### config.mk
export PLATFORM = sky130hd
export DESIGN_NAME = ppg_fifo
export DESIGN_NICKNAME = d
export VERILOG_FILES = /design/src/sv/ppg_pkg.sv /design/src/sv/ppg_fifo.sv
export SDC_FILE = /design/constraint.sdc
export NUM_CORES = 1
export LEC_CHECK = 0
export ABC_AREA = 1
export BUFFER_PORTS_ARGS = -buffer_cell sky130_fd_sc_hd__buf_2
export CAP_MARGIN = 30
export CORE_MARGIN = 3
export CORE_UTILIZATION = 47
export CTS_CLUSTER_DIAMETER = 40
export DETAILED_ROUTE_END_ITERATION = 7
export PLACE_DENSITY = 0.71
export SLEW_MARGIN = 20
export SYNTH_ARGS = -nofsm -noshare
export SYNTH_HDL_FRONTEND = slang
export SYNTH_SLANG_ARGS = --single-unit
### constraint.sdc
create_clock -name i_clk -period 3.1 [get_ports i_clk]
set_input_delay 0.31 -clock i_clk [delete_from_list [all_inputs] [get_ports i_clk]]
set_output_delay 0.31 -clock i_clk [all_outputs]
set_load 0.1 [all_outputs]
### src/sv/ppg_pkg.sv
// Shared types, widths, calibration ROM and output conversion for the ground projection block.
package ppg_pkg;

    localparam int NUM_CAMERAS     = 4;
    localparam int ROM_CAMS        = 4;
    localparam int COORD_FRAC_BITS = 8;
    localparam int WORK_FRAC       = 16;

    localparam int PIX_W   = 16;
    localparam int CAM_W   = 2;
    localparam int OUT_W   = 32;
    localparam int DU_W    = 22;
    localparam int FOC_W   = 18;
    localparam int ROT_W   = 17;
    localparam int NX_W    = 40;
    localparam int PROD_W  = 57;
    localparam int RAY_W   = 59;
    localparam int RMAG_W  = RAY_W - 1;
    localparam int TZM_W   = 32;
    localparam int RLO_W   = 29;
    localparam int RHI_W   = RMAG_W - RLO_W;
    localparam int PP_W    = TZM_W + RLO_W;
    localparam int NUM_W   = TZM_W + RMAG_W;
    localparam int Q_W     = 50;
    localparam int MAG_W   = Q_W + 1;
    localparam int SUM_W   = 54;
    localparam int DIV_STEPS = Q_W;
    localparam int DIV_LAT   = DIV_STEPS + 1;

    localparam int QDEPTH = 4;
    localparam int QPTR_W = $clog2(QDEPTH);

    localparam int OUT_SHIFT = WORK_FRAC - COORD_FRAC_BITS;
    localparam int RND       = (OUT_SHIFT > 0) ? (1 << (OUT_SHIFT - 1)) : 0;
    localparam logic signed [SUM_W-1:0] RND_V = SUM_W'(RND);
    localparam logic signed [SUM_W-1:0] OMAX  = {{(SUM_W-OUT_W+1){1'b0}}, {(OUT_W-1){1'b1}}};
    localparam logic signed [SUM_W-1:0] OMIN  = {{(SUM_W-OUT_W+1){1'b1}}, {(OUT_W-1){1'b0}}};

    typedef struct packed {
        logic [PIX_W-1:0] pixel_x;
        logic [PIX_W-1:0] pixel_y;
        logic [CAM_W-1:0] camera_select;
    } t_in_beat;

    typedef struct packed {
        logic signed [OUT_W-1:0] vehicle_x;
        logic signed [OUT_W-1:0] vehicle_y;
        logic signed [OUT_W-1:0] vehicle_z;
        logic                    range_fault;
    } t_out_beat;

    typedef struct packed {
        logic signed [DU_W-1:0] du;
        logic signed [DU_W-1:0] dv;
        logic [CAM_W-1:0]       cam;
        logic                   bad;
    } t_job;

    typedef struct packed {
        logic full;
        logic empty;
    } t_qstat;

    typedef struct packed {
        logic signed [FOC_W-1:0]  fx;
        logic signed [FOC_W-1:0]  fy;
        logic signed [DU_W-1:0]   cx;
        logic signed [DU_W-1:0]   cy;
        logic [0:8][ROT_W-1:0]    rot;
        logic signed [31:0]       nw;
        logic signed [31:0]       tz;
        logic signed [31:0]       tvx;
        logic signed [31:0]       tvy;
        logic signed [31:0]       tvz;
    } t_cam;

    typedef struct packed {
        logic                    sat;
        logic signed [OUT_W-1:0] val;
    } t_conv;

    function automatic t_cam cam_rom(logic [CAM_W-1:0] cam);
        t_cam e;
        e = '0;
        case (cam)
            2'd0: begin
                e.fx = 18'sd36194; e.fy = 18'sd36190;
                e.cx = 22'sd98146; e.cy = 22'sd66445;
                e.rot = {-17'sd1082, 17'sd33895, -17'sd56080, 17'sd65520, 17'sd1409,
                         -17'sd412, 17'sd993, -17'sd56073, -17'sd33909};
                e.tz = 32'sd59913798;
                e.tvx = -32'sd79167488; e.tvy = 32'sd0; e.tvz = 32'sd38207488;
            end
            2'd1: begin
                e.fx = 18'sd36408; e.fy = 18'sd36393;
                e.cx = 22'sd98234; e.cy = 22'sd66246;
                e.rot = {17'sd328, -17'sd18628, 17'sd62832, -17'sd65530, 17'sd708,
                         17'sd553, -17'sd836, -17'sd62829, -17'sd18622};
                e.tz = 32'sd51034635;
                e.tvx = 32'sd232325120; e.tvy = 32'sd0; e.tvz = 32'sd26083328;
            end
            2'd2: begin
                e.fx = 18'sd36355; e.fy = 18'sd36340;
                e.cx = 22'sd98116; e.cy = 22'sd66299;
                e.rot = {17'sd65535, -17'sd356, -17'sd161, -17'sd97, -17'sd40888,
                         17'sd51216, -17'sd379, -17'sd51215, -17'sd40888};
                e.tz = 32'sd76059547;
                e.tvx = 32'sd154948731; e.tvy = 32'sd73084436; e.tvz = 32'sd81075241;
            end
            2'd3: begin
                e.fx = 18'sd36286; e.fy = 18'sd36269;
                e.cx = 22'sd98141; e.cy = 22'sd66352;
                e.rot = {-17'sd65535, -17'sd288, -17'sd121, -17'sd93, 17'sd42227,
                         -17'sd50118, 17'sd298, -17'sd50117, -17'sd42227};
                e.tz = 32'sd75940104;
                e.tvx = 32'sd126484480; e.tvy = -32'sd69206016; e.tvz = 32'sd51970048;
            end
            default: e = '0;
        endcase
        e.nw = 32'(32'(e.fx) * 32'(e.fy));
        return e;
    endfunction

    // Q.16 to output fraction bits, round half up, saturate to 32 bits
    function automatic t_conv conv_out(logic signed [SUM_W-1:0] v);
        logic signed [SUM_W-1:0] r;
        t_conv c;
        r = (v + RND_V) >>> OUT_SHIFT;
        c.sat = 1'b0;
        if (r > OMAX) begin
            c.sat = 1'b1;
            r = OMAX;
        end else if (r < OMIN) begin
            c.sat = 1'b1;
            r = OMIN;
        end
        c.val = r[OUT_W-1:0];
        return c;
    endfunction

endpackage

### src/sv/ppg_fifo.sv
// Short job queue between the front and back stages.
module ppg_fifo (
    input  logic            i_clk,
    input  logic            i_rst_n,
    input  logic            i_push_valid,
    input  ppg_pkg::t_job   i_job,
    input  logic            i_pop,
    output ppg_pkg::t_qstat o_qstat,
    output ppg_pkg::t_job   o_job
);
    import ppg_pkg::*;

    t_job              r_mem [QDEPTH];
    logic [QPTR_W-1:0] r_wr;
    logic [QPTR_W-1:0] r_rd;
    logic [QPTR_W:0]   r_cnt;
    logic              push;
    logic              pop;

    assign o_qstat.full  = (r_cnt == (QPTR_W+1)'(QDEPTH));
    assign o_qstat.empty = (r_cnt == '0);
    assign push          = i_push_valid && !o_qstat.full;
    assign pop           = i_pop && !o_qstat.empty;
    assign o_job         = r_mem[r_rd];

    always_ff @(posedge i_clk) begin
        if (!i_rst_n) begin
            r_wr  <= '0;
            r_rd  <= '0;
            r_cnt <= '0;
        end else begin
            if (push) begin
                r_wr <= r_wr + 1'b1;
            end
            if (pop) begin
                r_rd <= r_rd + 1'b1;
            end
            if (push && !pop) begin
                r_cnt <= r_cnt + 1'b1;
            end else if (pop && !push) begin
                r_cnt <= r_cnt - 1'b1;
            end
        end
    end

    always_ff @(posedge i_clk) begin
        if (push) begin
            r_mem[r_wr] <= i_job;
        end
    end

endmodule

==> metrics <==
FP Rows=46; RR Endpoint=r_mem[2][5]; CP endpoint kind=primary output; die area=18300 um2; Hold WS=92.0 ps; share of post-route cells with drive strength above 1=31.7%; post-synthesis net count=582; Min-Delay Endpoint=r_mem[0][42]; max-cap violations=0; port bufs=99; # setup viols final=0; synthesized cell area=7870 um2; H-tree depth=4; pre-CTS setup slack=813 ps; first drt pass iteration count=4; WS Path Type=flip-flop to primary output; Hold Buf Count CTS=0; total setup buffers inserted after CTS=0; fin worst setup slack=roughly 370 ps; Core Footprint=16100 um2; Total GRT Usage=17.6%; placed cell area=8980 um2; min cycle time layout=2730 ps; WL final=around 16 mm; worst r2r path cells=5; initial antenna violation count=3; post-synthesis average cell area=15.0 um2; post_cts resized=0; Worst Setup Start Kind=flip-flop; CTS root buf=clkbuf_16; Initial Util=between 40 and 50%; worst-margin pin slew=780 ps; #FFs+latches synth=approximately 200; worst clock skew=11.2 ps; P per Cell Area=1070 nW/um2; DR DRC count=0; launching point of the worst reg2reg path=r_cnt[0]; RSZ-0062 raised after global routing=false; vias=4509; Iteration-0 DRC Markers=349; vias in the first global route=4758; Inserted Clock Buffers=17; crit-path max FO=60; largest net degree at the start of global routing=61; WHS Path Cells=1; Slew Viols, Final=0; Pleak=3.34 nW; Skew-Pair Late Insertion Delay=430 ps; Fmax achieved=0.366 GHz; I/O pins=100; die height=135 um; Worst Path Arrival=between 2000 and 2500 ps; clk sinks=197; Hold Violations, Final=0; peak supply drop=819 uV; overall power after layout=10.3 mW; drt wl/cell=18.3 um; status=complete, no violations; grt ovf=0; final net count=681; design area=9570 um2; worst rel slew slack=47.9%; clk slew on worst S/H paths=70 ps; Hold/Removal Path Class=input pin to flip-flop; Layout area overhead=21.7%; Clock Tree Buf Depth=2; gpl congestion=slightly below 0.8; HPWL after DPL=9.57 mm; Seq/Total Area, Yosys=74.1%; first-pass GRT wire length=about 25 mm; reg2reg setup slack=980 ps; CTS tree=done; Post-DRT Antenna Nets=0; vias per std cell=5.29; Synth cell types=24; hold wc startpoint=i_job[42]; n_diodes=0; Die Wd=135 um; Tcrit/Tclk final=just under 90%; Synth Instances=525; data required time of the worst path=2790 ps; warnings from Yosys=0; Post-Route Setup TNS=0 ps
## cells in the mapped netlist (all sizes together)
cell type | count | area [um2]
a21oi | 3 | 15.0
buf | 18 | 178
clkbuf | 12 | 45.0
dfxtp | 9 | 180
edfxtp | 188 | 5650
fa | 1 | 20.0
ha | 5 | 62.6
inv | 18 | 70.1
nand2 | 15 | 56.3
nand3 | 4 | 20.0
nand3b | 1 | 7.51
nor2 | 108 | 608
o21ai | 95 | 487
o22ai | 47 | 463
xor2 | 1 | 8.76
## metrics by stage
step / util (%) / cells
3_5_place_dp: 55.8 / 821
2_1_floorplan: - / 525
5_1_grt: 59.4 / 853
3_3_place_gp: 55.8 / 821
4_1_cts: 59.4 / 853
6_report: 59.4 / 853
## power breakdown
part | switching [mW] | total (mW) | leakage (nW) | internal (mW)
sequential | 0.128 | 3.37 | 1.80 | 3.24
combinational | 3.50 | 4.73 | 1.25 | 1.22
clock | 0.907 | 2.18 | 0.288 | 1.27
total | 4.54 | 10.3 | 3.34 | 5.73
## registers in the layout (all words and copies together), names as in the netlist, named ones only
name,cells
r_rd,2
r_mem,188
r_wr,2
r_cnt,3
## cell usage in the layout (no fill, tap or decap), drive strengths merged
| cell type | n |
|---|---|
| edfxtp | 188 |
| buf | 110 |
| nor2 | 108 |
| o21ai | 95 |
| o22ai | 47 |
| inv | 22 |
| clkbuf | 19 |
| nand2 | 15 |
| dfxtp | 9 |
| clkinv | 6 |
| ha | 5 |
| nand3 | 4 |
| a21oi | 3 |
| bufinv | 3 |
| xor2 | 1 |
| nand3b | 1 |
| fa | 1 |
## how the worst max path moves through the flow
stage | startpoint | end
after global placement | flip-flop | o_job[12]
final | flip-flop | o_job[26]
after CTS | flip-flop | o_job[26]
after global routing | flip-flop | o_job[27]
after detailed placement | flip-flop | o_job[26]
after floorplan | r_cnt[0] | r_mem[0][0]
## layout make-up
class	count	area (um2)
fill	1236	6550
sequential	197	5830
multi-input combinational	280	1780
timing repair buffer	110	1040
clock buffer	19	433
tap	216	270
clock inverter	13	153
inverter	18	70.1
## worst max-delay path, cell delays in order (launching register included)
cell	delay [ps]
dfxtp_4	580
buf_4	540
o21ai_0	190
o22ai_1	190
buf_2	450
## cell families after synthesis
family                   Yosys count  share of synthesized area [%]
AO/OA/AOI/OAI                    145                           12.3
XOR/XNOR                           1                          0.111
adder cells (fa/ha/maj)            6                           1.05
buffers and inverters             48                           3.72
flip-flops                       197                           74.1
AND/OR/NAND/NOR                  128                           8.80
## layer usage
layer  wire length, um  track usage, %  up-vias
li1                  -               -     2136
met1              6180            21.0     2247
met2              8400            30.9      105
met3               899            5.01       15
met4               120            5.66        6
met5                47               0        -
(Power assumes the default switching activity.)
