`config.mk`:
```
export PLATFORM = sky130hd
export DESIGN_NAME = ppg_front
export DESIGN_NICKNAME = d
export VERILOG_FILES = /design/src/sv/ppg_pkg.sv /design/src/sv/ppg_front.sv
export SDC_FILE = /design/constraint.sdc
export NUM_CORES = 1
export LEC_CHECK = 0
export BUFFER_PORTS_ARGS = -buffer_cell sky130_fd_sc_hd__buf_4
export CORE_AREA = 8 8 81 83
export DETAILED_ROUTE_END_ITERATION = 12
export DIE_AREA = 0 0 89 91
export MAX_ROUTING_LAYER = met4
export PLACE_DENSITY_LB_ADDON = 0.25
export SLEW_MARGIN = 15
export SYNTH_ARGS = -nofsm -noshare
export SYNTH_HDL_FRONTEND = slang
export SYNTH_SLANG_ARGS = --single-unit
```
`constraint.sdc`:
```
create_clock -name i_clk -period 3.7 [get_ports i_clk]
set_input_delay 0.185 -clock i_clk [delete_from_list [all_inputs] [get_ports i_clk]]
set_output_delay 0.185 -clock i_clk [all_outputs]
set_load 0.02 [all_outputs]
```
`src/sv/ppg_pkg.sv`:
```
// Shared types, widths, calibration ROM and output conversion for the ground projection block.
package ppg_pkg;

    localparam int NUM_CAMERAS     = 4;
    localparam int ROM_CAMS        = 4;
    localparam int COORD_FRAC_BITS = 8;
    localparam int WORK_FRAC       = 16;

    localparam int PIX_W   = 16;
    localparam int CAM_W   = 2;
    localparam int OUT_W   = 32;
    localparam int DU_W    = 22;
    localparam int FOC_W   = 18;
    localparam int ROT_W   = 17;
    localparam int NX_W    = 40;
    localparam int PROD_W  = 57;
    localparam int RAY_W   = 59;
    localparam int RMAG_W  = RAY_W - 1;
    localparam int TZM_W   = 32;
    localparam int RLO_W   = 29;
    localparam int RHI_W   = RMAG_W - RLO_W;
    localparam int PP_W    = TZM_W + RLO_W;
    localparam int NUM_W   = TZM_W + RMAG_W;
    localparam int Q_W     = 50;
    localparam int MAG_W   = Q_W + 1;
    localparam int SUM_W   = 54;
    localparam int DIV_STEPS = Q_W;
    localparam int DIV_LAT   = DIV_STEPS + 1;

    localparam int QDEPTH = 4;
    localparam int QPTR_W = $clog2(QDEPTH);

    localparam int OUT_SHIFT = WORK_FRAC - COORD_FRAC_BITS;
    localparam int RND       = (OUT_SHIFT > 0) ? (1 << (OUT_SHIFT - 1)) : 0;
    localparam logic signed [SUM_W-1:0] RND_V = SUM_W'(RND);
    localparam logic signed [SUM_W-1:0] OMAX  = {{(SUM_W-OUT_W+1){1'b0}}, {(OUT_W-1){1'b1}}};
    localparam logic signed [SUM_W-1:0] OMIN  = {{(SUM_W-OUT_W+1){1'b1}}, {(OUT_W-1){1'b0}}};

    typedef struct packed {
        logic [PIX_W-1:0] pixel_x;
        logic [PIX_W-1:0] pixel_y;
        logic [CAM_W-1:0] camera_select;
    } t_in_beat;

    typedef struct packed {
        logic signed [OUT_W-1:0] vehicle_x;
        logic signed [OUT_W-1:0] vehicle_y;
        logic signed [OUT_W-1:0] vehicle_z;
        logic                    range_fault;
    } t_out_beat;

    typedef struct packed {
        logic signed [DU_W-1:0] du;
        logic signed [DU_W-1:0] dv;
        logic [CAM_W-1:0]       cam;
        logic                   bad;
    } t_job;

    typedef struct packed {
        logic full;
        logic empty;
    } t_qstat;

    typedef struct packed {
        logic signed [FOC_W-1:0]  fx;
        logic signed [FOC_W-1:0]  fy;
        logic signed [DU_W-1:0]   cx;
        logic signed [DU_W-1:0]   cy;
        logic [0:8][ROT_W-1:0]    rot;
        logic signed [31:0]       nw;
        logic signed [31:0]       tz;
        logic signed [31:0]       tvx;
        logic signed [31:0]       tvy;
        logic signed [31:0]       tvz;
    } t_cam;

    typedef struct packed {
        logic                    sat;
        logic signed [OUT_W-1:0] val;
    } t_conv;

    function automatic t_cam cam_rom(logic [CAM_W-1:0] cam);
        t_cam e;
        e = '0;
        case (cam)
            2'd0: begin
                e.fx = 18'sd36194; e.fy = 18'sd36190;
                e.cx = 22'sd98146; e.cy = 22'sd66445;
                e.rot = {-17'sd1082, 17'sd33895, -17'sd56080, 17'sd65520, 17'sd1409,
                         -17'sd412, 17'sd993, -17'sd56073, -17'sd33909};
                e.tz = 32'sd59913798;
                e.tvx = -32'sd79167488; e.tvy = 32'sd0; e.tvz = 32'sd38207488;
            end
            2'd1: begin
                e.fx = 18'sd36408; e.fy = 18'sd36393;
                e.cx = 22'sd98234; e.cy = 22'sd66246;
                e.rot = {17'sd328, -17'sd18628, 17'sd62832, -17'sd65530, 17'sd708,
                         17'sd553, -17'sd836, -17'sd62829, -17'sd18622};
                e.tz = 32'sd51034635;
                e.tvx = 32'sd232325120; e.tvy = 32'sd0; e.tvz = 32'sd26083328;
            end
            2'd2: begin
                e.fx = 18'sd36355; e.fy = 18'sd36340;
                e.cx = 22'sd98116; e.cy = 22'sd66299;
                e.rot = {17'sd65535, -17'sd356, -17'sd161, -17'sd97, -17'sd40888,
                         17'sd51216, -17'sd379, -17'sd51215, -17'sd40888};
                e.tz = 32'sd76059547;
                e.tvx = 32'sd154948731; e.tvy = 32'sd73084436; e.tvz = 32'sd81075241;
            end
            2'd3: begin
                e.fx = 18'sd36286; e.fy = 18'sd36269;
                e.cx = 22'sd98141; e.cy = 22'sd66352;
                e.rot = {-17'sd65535, -17'sd288, -17'sd121, -17'sd93, 17'sd42227,
                         -17'sd50118, 17'sd298, -17'sd50117, -17'sd42227};
                e.tz = 32'sd75940104;
                e.tvx = 32'sd126484480; e.tvy = -32'sd69206016; e.tvz = 32'sd51970048;
            end
            default: e = '0;
        endcase
        e.nw = 32'(32'(e.fx) * 32'(e.fy));
        return e;
    endfunction

    // Q.16 to output fraction bits, round half up, saturate to 32 bits
    function automatic t_conv conv_out(logic signed [SUM_W-1:0] v);
        logic signed [SUM_W-1:0] r;
        t_conv c;
        r = (v + RND_V) >>> OUT_SHIFT;
        c.sat = 1'b0;
        if (r > OMAX) begin
            c.sat = 1'b1;
            r = OMAX;
        end else if (r < OMIN) begin
            c.sat = 1'b1;
            r = OMIN;
        end
        c.val = r[OUT_W-1:0];
        return c;
    endfunction

endpackage

```
`src/sv/ppg_front.sv`:
```
// Input stage: takes pixel beats, centers them on the camera's principal point, flags bad cameras.
module ppg_front (
    input  logic               i_clk,
    input  logic               i_rst_n,
    input  logic               i_in_valid,
    output logic               o_in_stall,
    input  ppg_pkg::t_in_beat  i_in_beat,
    input  ppg_pkg::t_qstat    i_qstat,
    output logic               o_job_valid,
    output ppg_pkg::t_job      o_job
);
    import ppg_pkg::*;

    logic  r_valid;
    logic  n_valid;
    t_job  r_job;
    t_job  n_job;
    t_cam  e;
    logic  accept;
    logic  push;

    assign push       = r_valid && !i_qstat.full;
    assign o_in_stall = r_valid && i_qstat.full;
    assign accept     = i_in_valid && !o_in_stall;
    assign n_valid    = accept || (r_valid && !push);

    always_comb begin
        e         = cam_rom(i_in_beat.camera_select);
        n_job.du  = $signed({2'b00, i_in_beat.pixel_x, 4'b0000}) - e.cx;
        n_job.dv  = $signed({2'b00, i_in_beat.pixel_y, 4'b0000}) - e.cy;
        n_job.cam = i_in_beat.camera_select;
        n_job.bad = (int'(i_in_beat.camera_select) >= NUM_CAMERAS)
                 || (int'(i_in_beat.camera_select) >= ROM_CAMS);
    end

    always_ff @(posedge i_clk) begin
        if (!i_rst_n) begin
            r_valid <= 1'b0;
        end else begin
            r_valid <= n_valid;
        end
    end

    always_ff @(posedge i_clk) begin
        if (accept) begin
            r_job <= n_job;
        end
    end

    assign o_job_valid = r_valid;
    assign o_job       = r_job;

endmodule

```
==> metrics.log, run 1 <==
INFO  metric postCtsSetupBuffers = 0
INFO  metric design_power_total = about 0.0013 W
INFO  metric share_of_cell_area_taken_by_muxes_after_synthesis = less than 1%
INFO  metric detailedPlacementHpwl = 4.44 mm
INFO  metric critical_path_arrival = between 2 and 2.5 ns
INFO  metric rsz0062_at_grt = no
INFO  metric fin_worst_skew = ~0.0037 ns
INFO  metric synthFlopType = edfxtp_1
INFO  metric pins_over_their_slew_limit = 0
INFO  metric synth_fa_ha_area_share = under 10%
INFO  metric final-hold-violation-count = 0
INFO  metric most_frequent_cells_in_the_layout = 86 x buf_4, 46 x edfxtp_1, 19 x nand2_1
INFO  metric area.growth.synth_to_final = 31.1%
INFO  metric p_sw_share = 28.8%
INFO  metric detailedRoute.firstIterationViolations = 50
INFO  metric status = completed
INFO  metric hold_path.startpoint = i_rst_n
INFO  metric drive_gt1_share = approximately a third
INFO  metric fp.dieW = slightly below 90 um
INFO  metric final.period_utilization = between 60 and 70%
INFO  metric yosysWarningCount = 0
INFO  metric floorplan.initialDensity = 48.9%
INFO  metric yosys.area_share.xor_xnor = approximately a tenth
INFO  metric synth.distinct_cells = 42
INFO  metric final_nets = around 370
INFO  metric detail_route.drc_violations = 0
INFO  metric yosysSeqAreaShare = a little over half
INFO  metric post_synth_and_or_nand_nor_area_fraction = a little over an eighth
INFO  metric cts_tree = yes
INFO  metric worst_hold_path.endpoint = o_job_valid
INFO  metric gr-total-overflow = 0
INFO  metric max-vdd-ir-drop = about 0.21 mV
INFO  metric min_path_type = in -> reg
INFO  metric static-leakage-power = about 1.5 nW
INFO  metric setup.reg_to_reg.worst_slack = 1.81 ns
INFO  metric hold_buffers = 0
INFO  metric die_area = ~0.008 sq mm
INFO  metric detailedRoute.firstPassIterationCount = 4
INFO  metric grt_max_degree = 32
INFO  metric worst_hold_path_stage_count = 2
INFO  metric cp_max_fo = 6
INFO  metric async_s_r_ff_share_synth = 0%
INFO  metric setup_viol_count_final = 0
INFO  metric post_synth_inst_count = ~220
INFO  metric internal_power = 0.000926 W
INFO  metric synth_edf_count = 46
INFO  metric crit_type = in -> reg
INFO  metric worst_reg2reg_path_length_in_cells = 3
INFO  metric clkPwrFrac = a little under a quarter
INFO  metric min_period = roughly 2.4 ns
INFO  metric tritoncts_num_sinks = 47
INFO  metric clockRootBuffer = clkbuf_8
INFO  metric vias = a little under 2000
INFO  metric synth_top_family_by_area = simple AND/OR/NAND/NOR gates
INFO  metric p_comb_share = between 20% and 30%
INFO  metric max_slew.worst_pin.slew = 0.863 ns
INFO  metric final.setup.tns = 0 ns
INFO  metric synth-seq-cells = 47
INFO  metric cts.repair.resized = 0
INFO  metric avgSynthCellArea = ~12 sq um
INFO  metric max-cap-violations = 0
INFO  metric core_area = between 0.005 and 0.006 sq mm
INFO  metric cellPowerDensity = about 380 mW/mm^2
INFO  metric num_rows = 27
INFO  metric postSynthNetCount = 281
INFO  metric cts.htree.levels = 2
INFO  metric cp_data_required_time = 3.76 ns
INFO  metric globalRouteTotalUtil = ~14%
INFO  metric cts-root-to-sink-buffers = 2
INFO  metric hold-worst-slack = 0.0808 ns
INFO  metric avgRoutedWirePerCell = approximately 14 um
INFO  metric cp-start-kind = primary input
INFO  metric mostFrequentLayoutCell = buf_4
INFO  metric grt_pass1_wl = 8.54 mm
INFO  metric final_antenna_net_count = 0
INFO  metric totalWireLength = around 5.5 mm
INFO  metric power_switching = between 0.0003 and 0.0004 W
INFO  metric reg2reg_from = o_job_valid
INFO  metric die_h = roughly 91 um
INFO  metric timing.slew.headroom = between 40 and 50%
INFO  metric vias_in_the_first_global_route = ~1900
INFO  metric filler_cell_count = 451
INFO  metric place.gp.congestion = a little under 0.8
INFO  metric synthesized_area_fraction_occupied_by_ao_oa_aoi_and_oai_cells = roughly 11%
INFO  metric worst_setup_hold_path_clk_slew = roughly 0.09 ns
INFO  metric antennaDiodeCount = 0
INFO  metric power.sequential.fraction = a little over 50%
INFO  metric design.portCount = slightly below 90
INFO  metric cts-buffers-inserted = 5
INFO  metric port-buffer-count = 85
INFO  metric grt_antenna_before_repair = 0
INFO  metric timing.fmax = between 400 and 500 MHz
INFO  metric regToRegEndpoint = o_job[44]
INFO  metric syn_area = ~0.0026 sq mm
INFO  metric vias_per_cell = a little over 5
INFO  metric worstSkewPairLatency = approximately 0.3 ns
INFO  metric setup.worst_path.end_class = flop
INFO  metric layout.core_utilization = about 64%
layout make-up:
type	count	area, sq um	share of cell area [%]
timing repair buffer	86	646	18.9
clock inverter	2	12.5	0.365
inverter	18	67.6	1.97
multi-input combinational	156	1130	33.1
clock buffer	6	72.6	2.12
tap	72	90.1	2.63
sequential	47	1400	40.9
worst max path at each step:
| stage | endpoint | start | cells after the start |
|---|---|---|---|
| after floorplan | o_job[10] | o_job_valid | 2 |
| after global placement | o_job[20] | i_in_beat[0] | 10 |
| after detailed placement | o_job[20] | i_in_beat[0] | 10 |
| after global routing | o_job[20] | i_in_beat[0] | 10 |
| after CTS | o_job[20] | i_in_beat[0] | 10 |
| final | o_job[20] | i_in_beat[0] | 10 |
state kept, by name, indices dropped and copies added, names as in the netlist:
| register | count |
|---|---|
| o_job_valid | 1 |
| o_job | 46 |
routing by layer:
| layer | vias up | routed length (um) | track usage, % | share of wire, % |
|---|---|---|---|---|
| met5 | - | 0 | - | 0 |
| met4 | 0 | 104 | 5.41 | 1.9 |
| met3 | 11 | 419 | 3.51 | 7.6 |
| met2 | 67 | 2650 | 22.6 | 48 |
| met1 | 891 | 2360 | 16.1 | 43 |
| li1 | 988 | - | - | - |
cell families (layout without fill, tap and decap cells):
kind of cell	count (synthesis)	count (layout)
and+or+nand+nor	69	69
DFF	47	47
AOI/OAI and AO/OA	39	39
xor gates and xnor gates	28	28
buffers and inverters	21	112
adders and majority gates	18	18
other	1	1
muxes	1	1
metrics by stage:
stage / setup WS [ns] / instances / area [sq um]
after floorplan: 0.541 / 224 / 2610
after global placement: 0.985 / 379 / 3340
after detailed placement: 0.967 / 379 / 3340
after CTS: 1.29 / 387 / 3420
after global routing: 1.06 / 387 / 3420
final: 1.32 / 387 / 3420
power groups by stage:
stage | clock (W) | sequential (W) | combinational, W
detailed placement | 0 | 0.000669 | 0.000345
global placement | 0 | 0.000668 | 0.000341
global route | 0.000326 | 0.000662 | 0.000371
floorplan | 0 | 0.000730 | 0.000144
CTS | 0.000310 | 0.000658 | 0.000346
finish | 0.000301 | 0.000657 | 0.000342
Yosys cell counts (all sizes together) (2+ instances only):
master | instances | share of area (%)
a31oi | 3 | 0.72
nand4 | 4 | 0.96
inv | 18 | 2.6
a211oi | 3 | 1.1
xor2 | 12 | 4.0
or2 | 2 | 0.48
nand3 | 8 | 1.5
o21ai | 5 | 1.1
a21o | 5 | 1.4
nor2 | 14 | 2.0
and4 | 2 | 0.67
nand2 | 19 | 2.7
nor2b | 3 | 0.72
clkbuf | 2 | 0.29
nor3 | 8 | 1.5
ha | 17 | 8.1
nand2b | 3 | 0.72
edfxtp | 46 | 53
o311a | 2 | 0.77
xnor2 | 16 | 5.4
a21oi | 11 | 2.1
o21a | 3 | 0.86
critical path: stages:
cell and delay [ns]:
buf_4 0.13, inv_1 0.16, ha_1 0.29, nor2_1 0.10
ha_1 0.36, nor3_1 0.33, a2111oi_2 0.10, o21ai_0 0.45
a21oi_1 0.19, xnor2_1 0.15
No activity file was read; power rests on OpenSTA's default activity.
==> run 2: changes to the inputs <==
--- a/config.mk
+++ b/config.mk
@@ -5,10 +5,11 @@
 export SDC_FILE = /design/constraint.sdc
 export NUM_CORES = 1
 export LEC_CHECK = 0
+export ABC_AREA = 1
 export BUFFER_PORTS_ARGS = -buffer_cell sky130_fd_sc_hd__buf_4
-export CORE_AREA = 8 8 81 83
+export CORE_AREA = 8 8 89 91
 export DETAILED_ROUTE_END_ITERATION = 12
-export DIE_AREA = 0 0 89 91
+export DIE_AREA = 0 0 97 99
 export MAX_ROUTING_LAYER = met4
 export PLACE_DENSITY_LB_ADDON = 0.25
 export SLEW_MARGIN = 15
==> constraint.sdc (replaced) <==
create_clock -name i_clk -period 2 [get_ports i_clk]
set_input_delay 0.1 -clock i_clk [delete_from_list [all_inputs] [get_ports i_clk]]
set_output_delay 0.1 -clock i_clk [all_outputs]
set_load 0.02 [all_outputs]
==> run 2 against run 1 <==
Against the previous run:
- setup slack worse by 1.1 ns
- critical endpoint is now o_job[16]
- clock power up 79%
- critical path type unchanged
- die area up 19%
- via count up 32%
==> metrics.log, run 2 <==
INFO  metric gr-total-overflow = 0
INFO  metric p_sw_share = 29.7%
INFO  metric critical_path.top_delay_family = adder cells
INFO  metric avgSynthCellArea = ~8.3 sq um
INFO  metric place.gp.congestion = roughly 0.86
INFO  metric max-cap-violations = 0
INFO  metric most_frequent_cells_in_the_layout = 106 x nand2_1, 105 x buf_4, 62 x inv_1
INFO  metric pins_over_their_slew_limit = 0
INFO  metric min_path_type = in -> reg
INFO  metric max-vdd-ir-drop = about 0.33 mV
INFO  metric clkPwrFrac = a little over a fifth
INFO  metric layout.core_utilization = 60.2%
INFO  metric synth_edf_count = 46
INFO  metric synthFlopType = edfxtp_1
INFO  metric crit_buf_inv = 4
INFO  metric fin_worst_skew = about 0.0037 ns
INFO  metric filler_cell_count = 596
INFO  metric setup.worst_path.end_class = flop
INFO  metric fp.dieW = 97 um
INFO  metric hold_buffers = 0
INFO  metric mostFrequentLayoutCell = nand2_1
INFO  metric final_antenna_net_count = 0
INFO  metric yosys.area_share.xor_xnor = 5.01%
INFO  metric synth_top_family_by_area = simple AND/OR/NAND/NOR gates
INFO  metric share_of_cell_area_taken_by_muxes_after_synthesis = 0%
INFO  metric synthesized_area_fraction_occupied_by_ao_oa_aoi_and_oai_cells = between 3 and 4%
INFO  metric regToRegEndpoint = o_job[10]
INFO  metric yosysSeqAreaShare = between 40% and 50%
INFO  metric post_synth_and_or_nand_nor_area_fraction = around 28%
INFO  metric postSynthNetCount = ~420
INFO  metric globalRouteTotalUtil = between 10% and 20%
INFO  metric cts_tree = yes
INFO  metric grt_max_degree = 47
INFO  metric totalWireLength = 6.79 mm
INFO  metric cp_cell_sequence = buf_4 > inv_1 > buf_4 > ha_1 > inv_1 > ha_1 > nand2_1 > nand2_1 > a21oi_1 > nand2_2 > nand2_1 > nand2_1 > nand2_1 > nand2_1
INFO  metric final_nets = 527
INFO  metric tritoncts_num_sinks = 47
INFO  metric worst_hold_path_stage_count = 2
INFO  metric floorplan.initialDensity = a little under half
INFO  metric critPathMaxStageDelay = around 0.32 ns
INFO  metric timing.fmax = 568 MHz
INFO  metric setup.reg_to_reg.worst_slack = ~0.84 ns
INFO  metric hold_path.startpoint = i_rst_n
INFO  metric internal_power = between 0.0015 and 0.002 W
INFO  metric p_comb_share = between 20 and 30%
INFO  metric final-hold-violation-count = 0
INFO  metric worst_hold_path.endpoint = o_job_valid
INFO  metric worst_reg2reg_path_length_in_cells = 4
INFO  metric vias_per_cell = ~4.7
INFO  metric yosys.area.top_type = edfxtp_1
INFO  metric clockRootBuffer = clkbuf_8
INFO  metric post-synth-top-count-cell = nand2_1
INFO  metric place.detailed.instances = 543
INFO  metric detailedRoute.firstIterationViolations = ~100
INFO  metric detailedPlacementHpwl = 5.52 mm
INFO  metric vias_in_the_first_global_route = around 2600
INFO  metric port-buffer-count = 85
INFO  metric synth_fa_ha_area_share = a little under 8%
INFO  metric power.sequential.fraction = between 40% and 50%
INFO  metric grt_pass1_wl = between 10 and 15 mm
INFO  metric synth_largest_type_area_fraction = 46.5%
INFO  metric worstSkewPairLatency = 0.29 ns
INFO  metric setup_viol_count_final = 0
INFO  metric cp_max_fo = 5
INFO  metric synth-seq-cells = 47
INFO  metric synth_top_cells_by_count = 106 x nand2_1, 62 x inv_1, 46 x edfxtp_1, 39 x nor2_1, 27 x nand3_1
INFO  metric crit_type = in -> reg
INFO  metric die_area = 0.00960 sq mm
INFO  metric core_area = approximately 0.0066 sq mm
INFO  metric largest_register_ff_count = 46
INFO  metric final.period_utilization = between 80% and 90%
INFO  metric cts.htree.levels = 2
INFO  metric detailedRoute.firstPassIterationCount = 4
INFO  metric most_numerous_cell_on_the_critical_path = nand2_1
INFO  metric min_period = roughly 1.8 ns
INFO  metric reg2reg_from = o_job_valid
INFO  metric power_switching = roughly 0.00073 W
INFO  metric design.portCount = 88
INFO  metric drive_gt1_share = approximately 27%
INFO  metric syn_area = between 0.002 and 0.003 sq mm
INFO  metric yosysWarningCount = 0
INFO  metric area.growth.synth_to_final = 33.1%
INFO  metric cp-start-kind = primary input
INFO  metric cp_slowest_cell = ha_1
INFO  metric synth.distinct_cells = 30
INFO  metric avgRoutedWirePerCell = ~12 um
INFO  metric antennaDiodeCount = 0
INFO  metric static-leakage-power = 2.01 nW
INFO  metric cts-buffers-inserted = 5
INFO  metric worst_setup_hold_path_clk_slew = about 0.08 ns
INFO  metric post_synth_inst_count = 359
INFO  metric rsz0062_at_grt = no
INFO  metric cts-root-to-sink-buffers = 2
INFO  metric num_rows = 30
INFO  metric finish.cell_count_without_fillers = 551
INFO  metric top_post_synthesis_cells_by_area = edfxtp_1 46%, nand2_1 13%, inv_1 7.8%
INFO  metric grt_antenna_before_repair = 0
INFO  metric die_h = between 90 and 100 um
INFO  metric cp_data_required_time = 2.05 ns
INFO  metric detail_route.drc_violations = 0
INFO  metric async_s_r_ff_share_synth = 0%
INFO  metric cellPowerDensity = 626 mW/mm^2
INFO  metric critical_path_arrival = 1.81 ns
INFO  metric cts.repair.resized = 0
INFO  metric postCtsSetupBuffers = 0
INFO  metric status = completed
INFO  metric vias = 2588
## run 2: changes by cell type after synthesis, sizes merged, moves of 4 or more
| cell | previous run | this run |
|---|---|---|
| nor2 | 14 | 42 |
| a21o | 5 | 0 |
| inv | 18 | 64 |
| a21oi | 11 | 7 |
| nand2 | 19 | 111 |
| nand3 | 8 | 29 |
| xnor2 | 16 | 2 |
## run 2: layout make-up
| cell class | count | area, sq um | area share [%] |
|---|---|---|---|
| clock buffer | 6 | 72.6 | 1.83 |
| inverter | 65 | 244 | 6.17 |
| multi-input combinational | 245 | 1320 | 33.4 |
| clock inverter | 2 | 7.51 | 0.190 |
| sequential | 47 | 1400 | 35.4 |
| tap | 80 | 100 | 2.53 |
| timing repair buffer | 106 | 808 | 20.4 |
## run 2: worst max-delay path by stage
| stage | start | endpoint | slack, ns | cells past startpoint |
|---|---|---|---|---|
| 6_report | i_in_beat[1] | o_job[16] | 0.24 | 14 |
| 4_1_cts | i_in_beat[1] | o_job[16] | 0.24 | 14 |
| 5_1_grt | i_in_beat[0] | o_job[16] | 0.005 | 15 |
| 2_1_floorplan | i_in_beat[0] | o_job[45] | 0.18 | 11 |
| 3_5_place_dp | i_in_beat[1] | o_job[39] | -0.06 | 12 |
| 3_3_place_gp | i_in_beat[0] | o_job[19] | -0.03 | 13 |
## run 2: per-stage QoR
step | hold WS (ns) | total power, W | setup TNS [ns] | worst slack [ns] | instance area (sq um)
floorplan | 0.199 | 0.00164 | 0 | 0.181 | 2980
global placement | 0.374 | 0.00196 | -0.0902 | -0.0280 | 3870
detailed placement | 0.380 | 0.00196 | -0.451 | -0.0647 | 3870
CTS | 0.0614 | 0.00252 | 0 | 0.244 | 3960
global route | 0.0608 | 0.00262 | 0 | 0.00489 | 3960
finish | 0.0690 | 0.00247 | 0 | 0.241 | 3960
## run 2: worst reg2reg max path: stages, from the launching register on
cell and delay (ns):
dfxtp_1 0.32, nand2_1 0.07, inv_1 0.07, nor2_4 0.10
buf_12 0.26
## run 2: cell families after synthesis
| group | after synthesis |
|---|---|
| adder cells (fa/ha/maj) | 18 |
| flip-flops | 47 |
| other | 1 |
| XOR/XNOR | 17 |
| AO/OA/AOI/OAI | 16 |
| AND/OR/NAND/NOR | 193 |
| buffers and inverters | 67 |
## run 2: routing by layer
| metal | wire length [um] | part of all wire (%) | global-route usage [%] |
|---|---|---|---|
| met5 | 0 | 0 | - |
| met4 | 69 | 1.0 | 4.62 |
| met3 | 402 | 5.9 | 3.99 |
| met2 | 3300 | 49 | 24.8 |
| met1 | 3010 | 44 | 16.5 |
## run 2: power by group through the flow
stage / Sequential [W] / Clock (W) / Combinational, W
global route: 0.00122 / 0.000599 / 0.000798
finish: 0.00121 / 0.000538 / 0.000722
detailed placement: 0.00124 / 0 / 0.000727
floorplan: 0.00134 / 0 / 0.000299
CTS: 0.00122 / 0.000570 / 0.000731
global placement: 0.00124 / 0 / 0.000718
==> run 3: changes to the inputs <==
--- a/config.mk
+++ b/config.mk
@@ -8,6 +8,7 @@
 export ABC_AREA = 1
 export BUFFER_PORTS_ARGS = -buffer_cell sky130_fd_sc_hd__buf_4
 export CORE_AREA = 8 8 89 91
+export CTS_BUF_LIST = sky130_fd_sc_hd__clkbuf_4 sky130_fd_sc_hd__clkbuf_8 sky130_fd_sc_hd__clkbuf_16
 export DETAILED_ROUTE_END_ITERATION = 12
 export DIE_AREA = 0 0 97 99
 export MAX_ROUTING_LAYER = met4
==> run 3 against run 2 <==
Against the previous run:
- cell area hardly changed
- count of clock-buffer cells in the layout did not move
- utilization rose by 0.057 points
- via count about the same
- power is 0.61% higher
- sequential power about the same
- fmax is 0.25% lower
- die area stayed put
- first-iteration DRC count decreased by 11%
==> metrics.log, run 3 (synthesis results as in run 2) <==
INFO  metric status = completed
INFO  metric avgRoutedWirePerCell = roughly 12 um
INFO  metric port-buffer-count = 85
INFO  metric clockRootBuffer = clkbuf_8
INFO  metric internal_power = ~0.0018 W
INFO  metric die_area = 0.00960 sq mm
INFO  metric cts.repair.resized = 0
INFO  metric area.growth.synth_to_final = 33.2%
INFO  metric postCtsSetupBuffers = 0
INFO  metric cts-buffers-inserted = 5
INFO  metric setup.worst_path.end_class = flop
INFO  metric setup_viol_count_final = 0
INFO  metric fp.dieW = between 90 and 100 um
INFO  metric vias_in_the_first_global_route = between 2000 and 3000
INFO  metric post-route-cell-area = just under 0.004 sq mm
INFO  metric grt_max_degree = 47
INFO  metric crit_type = in -> reg
INFO  metric rsz0062_at_grt = no
INFO  metric final-hold-violation-count = 0
INFO  metric antennaDiodeCount = 0
INFO  metric detail_route.drc_violations = 0
INFO  metric totalWireLength = 6.78 mm
INFO  metric clkPwrFrac = roughly 22%
INFO  metric grt_antenna_before_repair = 0
INFO  metric max-vdd-ir-drop = ~0.33 mV
INFO  metric worstSkewPairLatency = 0.29 ns
INFO  metric static-leakage-power = ~2.0 nW
INFO  metric vias = 2587
INFO  metric pins_over_their_slew_limit = 0
INFO  metric cts_tree = yes
INFO  metric hold-worst-slack = ~0.07 ns
INFO  metric detailedRoute.firstPassIterationCount = 4
INFO  metric cp-start-kind = primary input
INFO  metric globalRouteTotalUtil = around 15%
INFO  metric final.period_utilization = roughly nine tenths
INFO  metric final.setup.tns = 0 ns
INFO  metric detailedRoute.firstIterationViolations = approximately 90
INFO  metric place.detailed.instances = around 540
INFO  metric cts.htree.levels = 2
INFO  metric min_period = about 1.8 ns
INFO  metric p_sw_share = 29.6%
INFO  metric cp_data_required_time = between 2 and 2.5 ns
INFO  metric cts-root-to-sink-buffers = 2
INFO  metric max-cap-violations = 0
INFO  metric power_switching = between 0.0007 and 0.0008 W
INFO  metric gr-total-overflow = 0
INFO  metric design.portCount = between 80 and 90
INFO  metric cp_max_fo = 5
INFO  metric grt_pass1_wl = roughly 11 mm
INFO  metric largest_register_ff_count = 46
INFO  metric drive_gt1_share = a little over a quarter
INFO  metric final_nets = 527
INFO  metric power.sequential.fraction = between 40 and 50%
INFO  metric core_area = ~0.0066 sq mm
INFO  metric timing.fmax = ~570 MHz
INFO  metric tritoncts_num_sinks = 47
INFO  metric critical_path_arrival = 1.81 ns
INFO  metric detailedPlacementHpwl = about 5.5 mm
INFO  metric p_comb_share = between 20 and 30%
INFO  metric fin_worst_skew = about 0.0022 ns
INFO  metric floorplan.initialDensity = a little under half
INFO  metric place.gp.congestion = around 0.86
INFO  metric finish.cell_count_without_fillers = roughly 550
INFO  metric min_path_type = in -> reg
INFO  metric cellPowerDensity = about 630 mW/mm^2
INFO  metric placed_area = a little under 0.004 sq mm
INFO  metric most_frequent_cells_in_the_layout = 106 x nand2_1, 105 x buf_4, 62 x inv_1
INFO  metric mostFrequentLayoutCell = nand2_1
INFO  metric worst_setup_hold_path_clk_slew = 0.08 ns
INFO  metric num_rows = 30
INFO  metric final_antenna_net_count = 0
INFO  metric hold_buffers = 0
INFO  metric die_h = between 90 and 100 um
INFO  metric vias_per_cell = roughly 4.7
==> run 3: cell count changes in the layout (fill, tap and decap cells not counted) <==
cell / change
clkbuf_1: -1
clkbuf_4: +1
==> run 3: cell type report <==
| cell class | count | area, sq um |
|---|---|---|
| Sequential cell | 47 | 1400 |
| Clock buffer | 6 | 76.3 |
| Fill cell | 595 | 2610 |
| Timing Repair Buffer | 106 | 808 |
| Inverter | 65 | 244 |
| Clock inverter | 2 | 7.51 |
| Multi-Input combinational cell | 245 | 1320 |
| Tap cell | 80 | 100 |
==> run 3: final timing paths <==
check | slack (ns) | to | startpoint | cells past startpoint
worst max-delay path | 0.24 | o_job[22] | i_in_beat[1] | 14
worst min-delay path | 0.07 | o_job_valid | i_rst_n | 2
worst min register to register | 0.50 | o_job_valid | o_job_valid | 2
worst max register to register | 0.85 | o_job[12] | o_job_valid | 4
==> run 3: layer usage <==
metal  vias to the layer above  global-route usage (%)  wire, um
met2                        78                    24.9      3280
li1                       1361                       -         -
met3                         9                    3.99       389
met4                         0                    3.91        86
met1                      1139                    16.4      3020
met5                         -                       -         0
==> run 3: power groups by stage <==
stage | clock, W | combinational, W | sequential, W
after floorplan | 0 | 0.000299 | 0.00134
after global placement | 0 | 0.000718 | 0.00124
after detailed placement | 0 | 0.000727 | 0.00124
after CTS | 0.000583 | 0.000731 | 0.00122
after global routing | 0.000608 | 0.000798 | 0.00122
final | 0.000553 | 0.000722 | 0.00121
==> run 3: worst max-delay path, stage by stage <==
cell,delay (ns)
buf_4,0.11
inv_1,0.06
buf_4,0.13
ha_1,0.31
inv_1,0.07
ha_1,0.32
nand2_1,0.08
nand2_1,0.07
nor2_1,0.11
nand2_1,0.08
nand2_1,0.12
nand3_1,0.10
nand3_1,0.09
nand2_1,0.05
==> run 3: stage by stage <==
stage	power, W	worst slack, ns	util [%]
after global routing	0.00263	0.00141	60.3
after floorplan	0.00164	0.181	-
after global placement	0.00196	-0.0280	59.0
after detailed placement	0.00196	-0.0647	59.0
final	0.00249	0.236	60.3
after CTS	0.00253	0.238	60.3
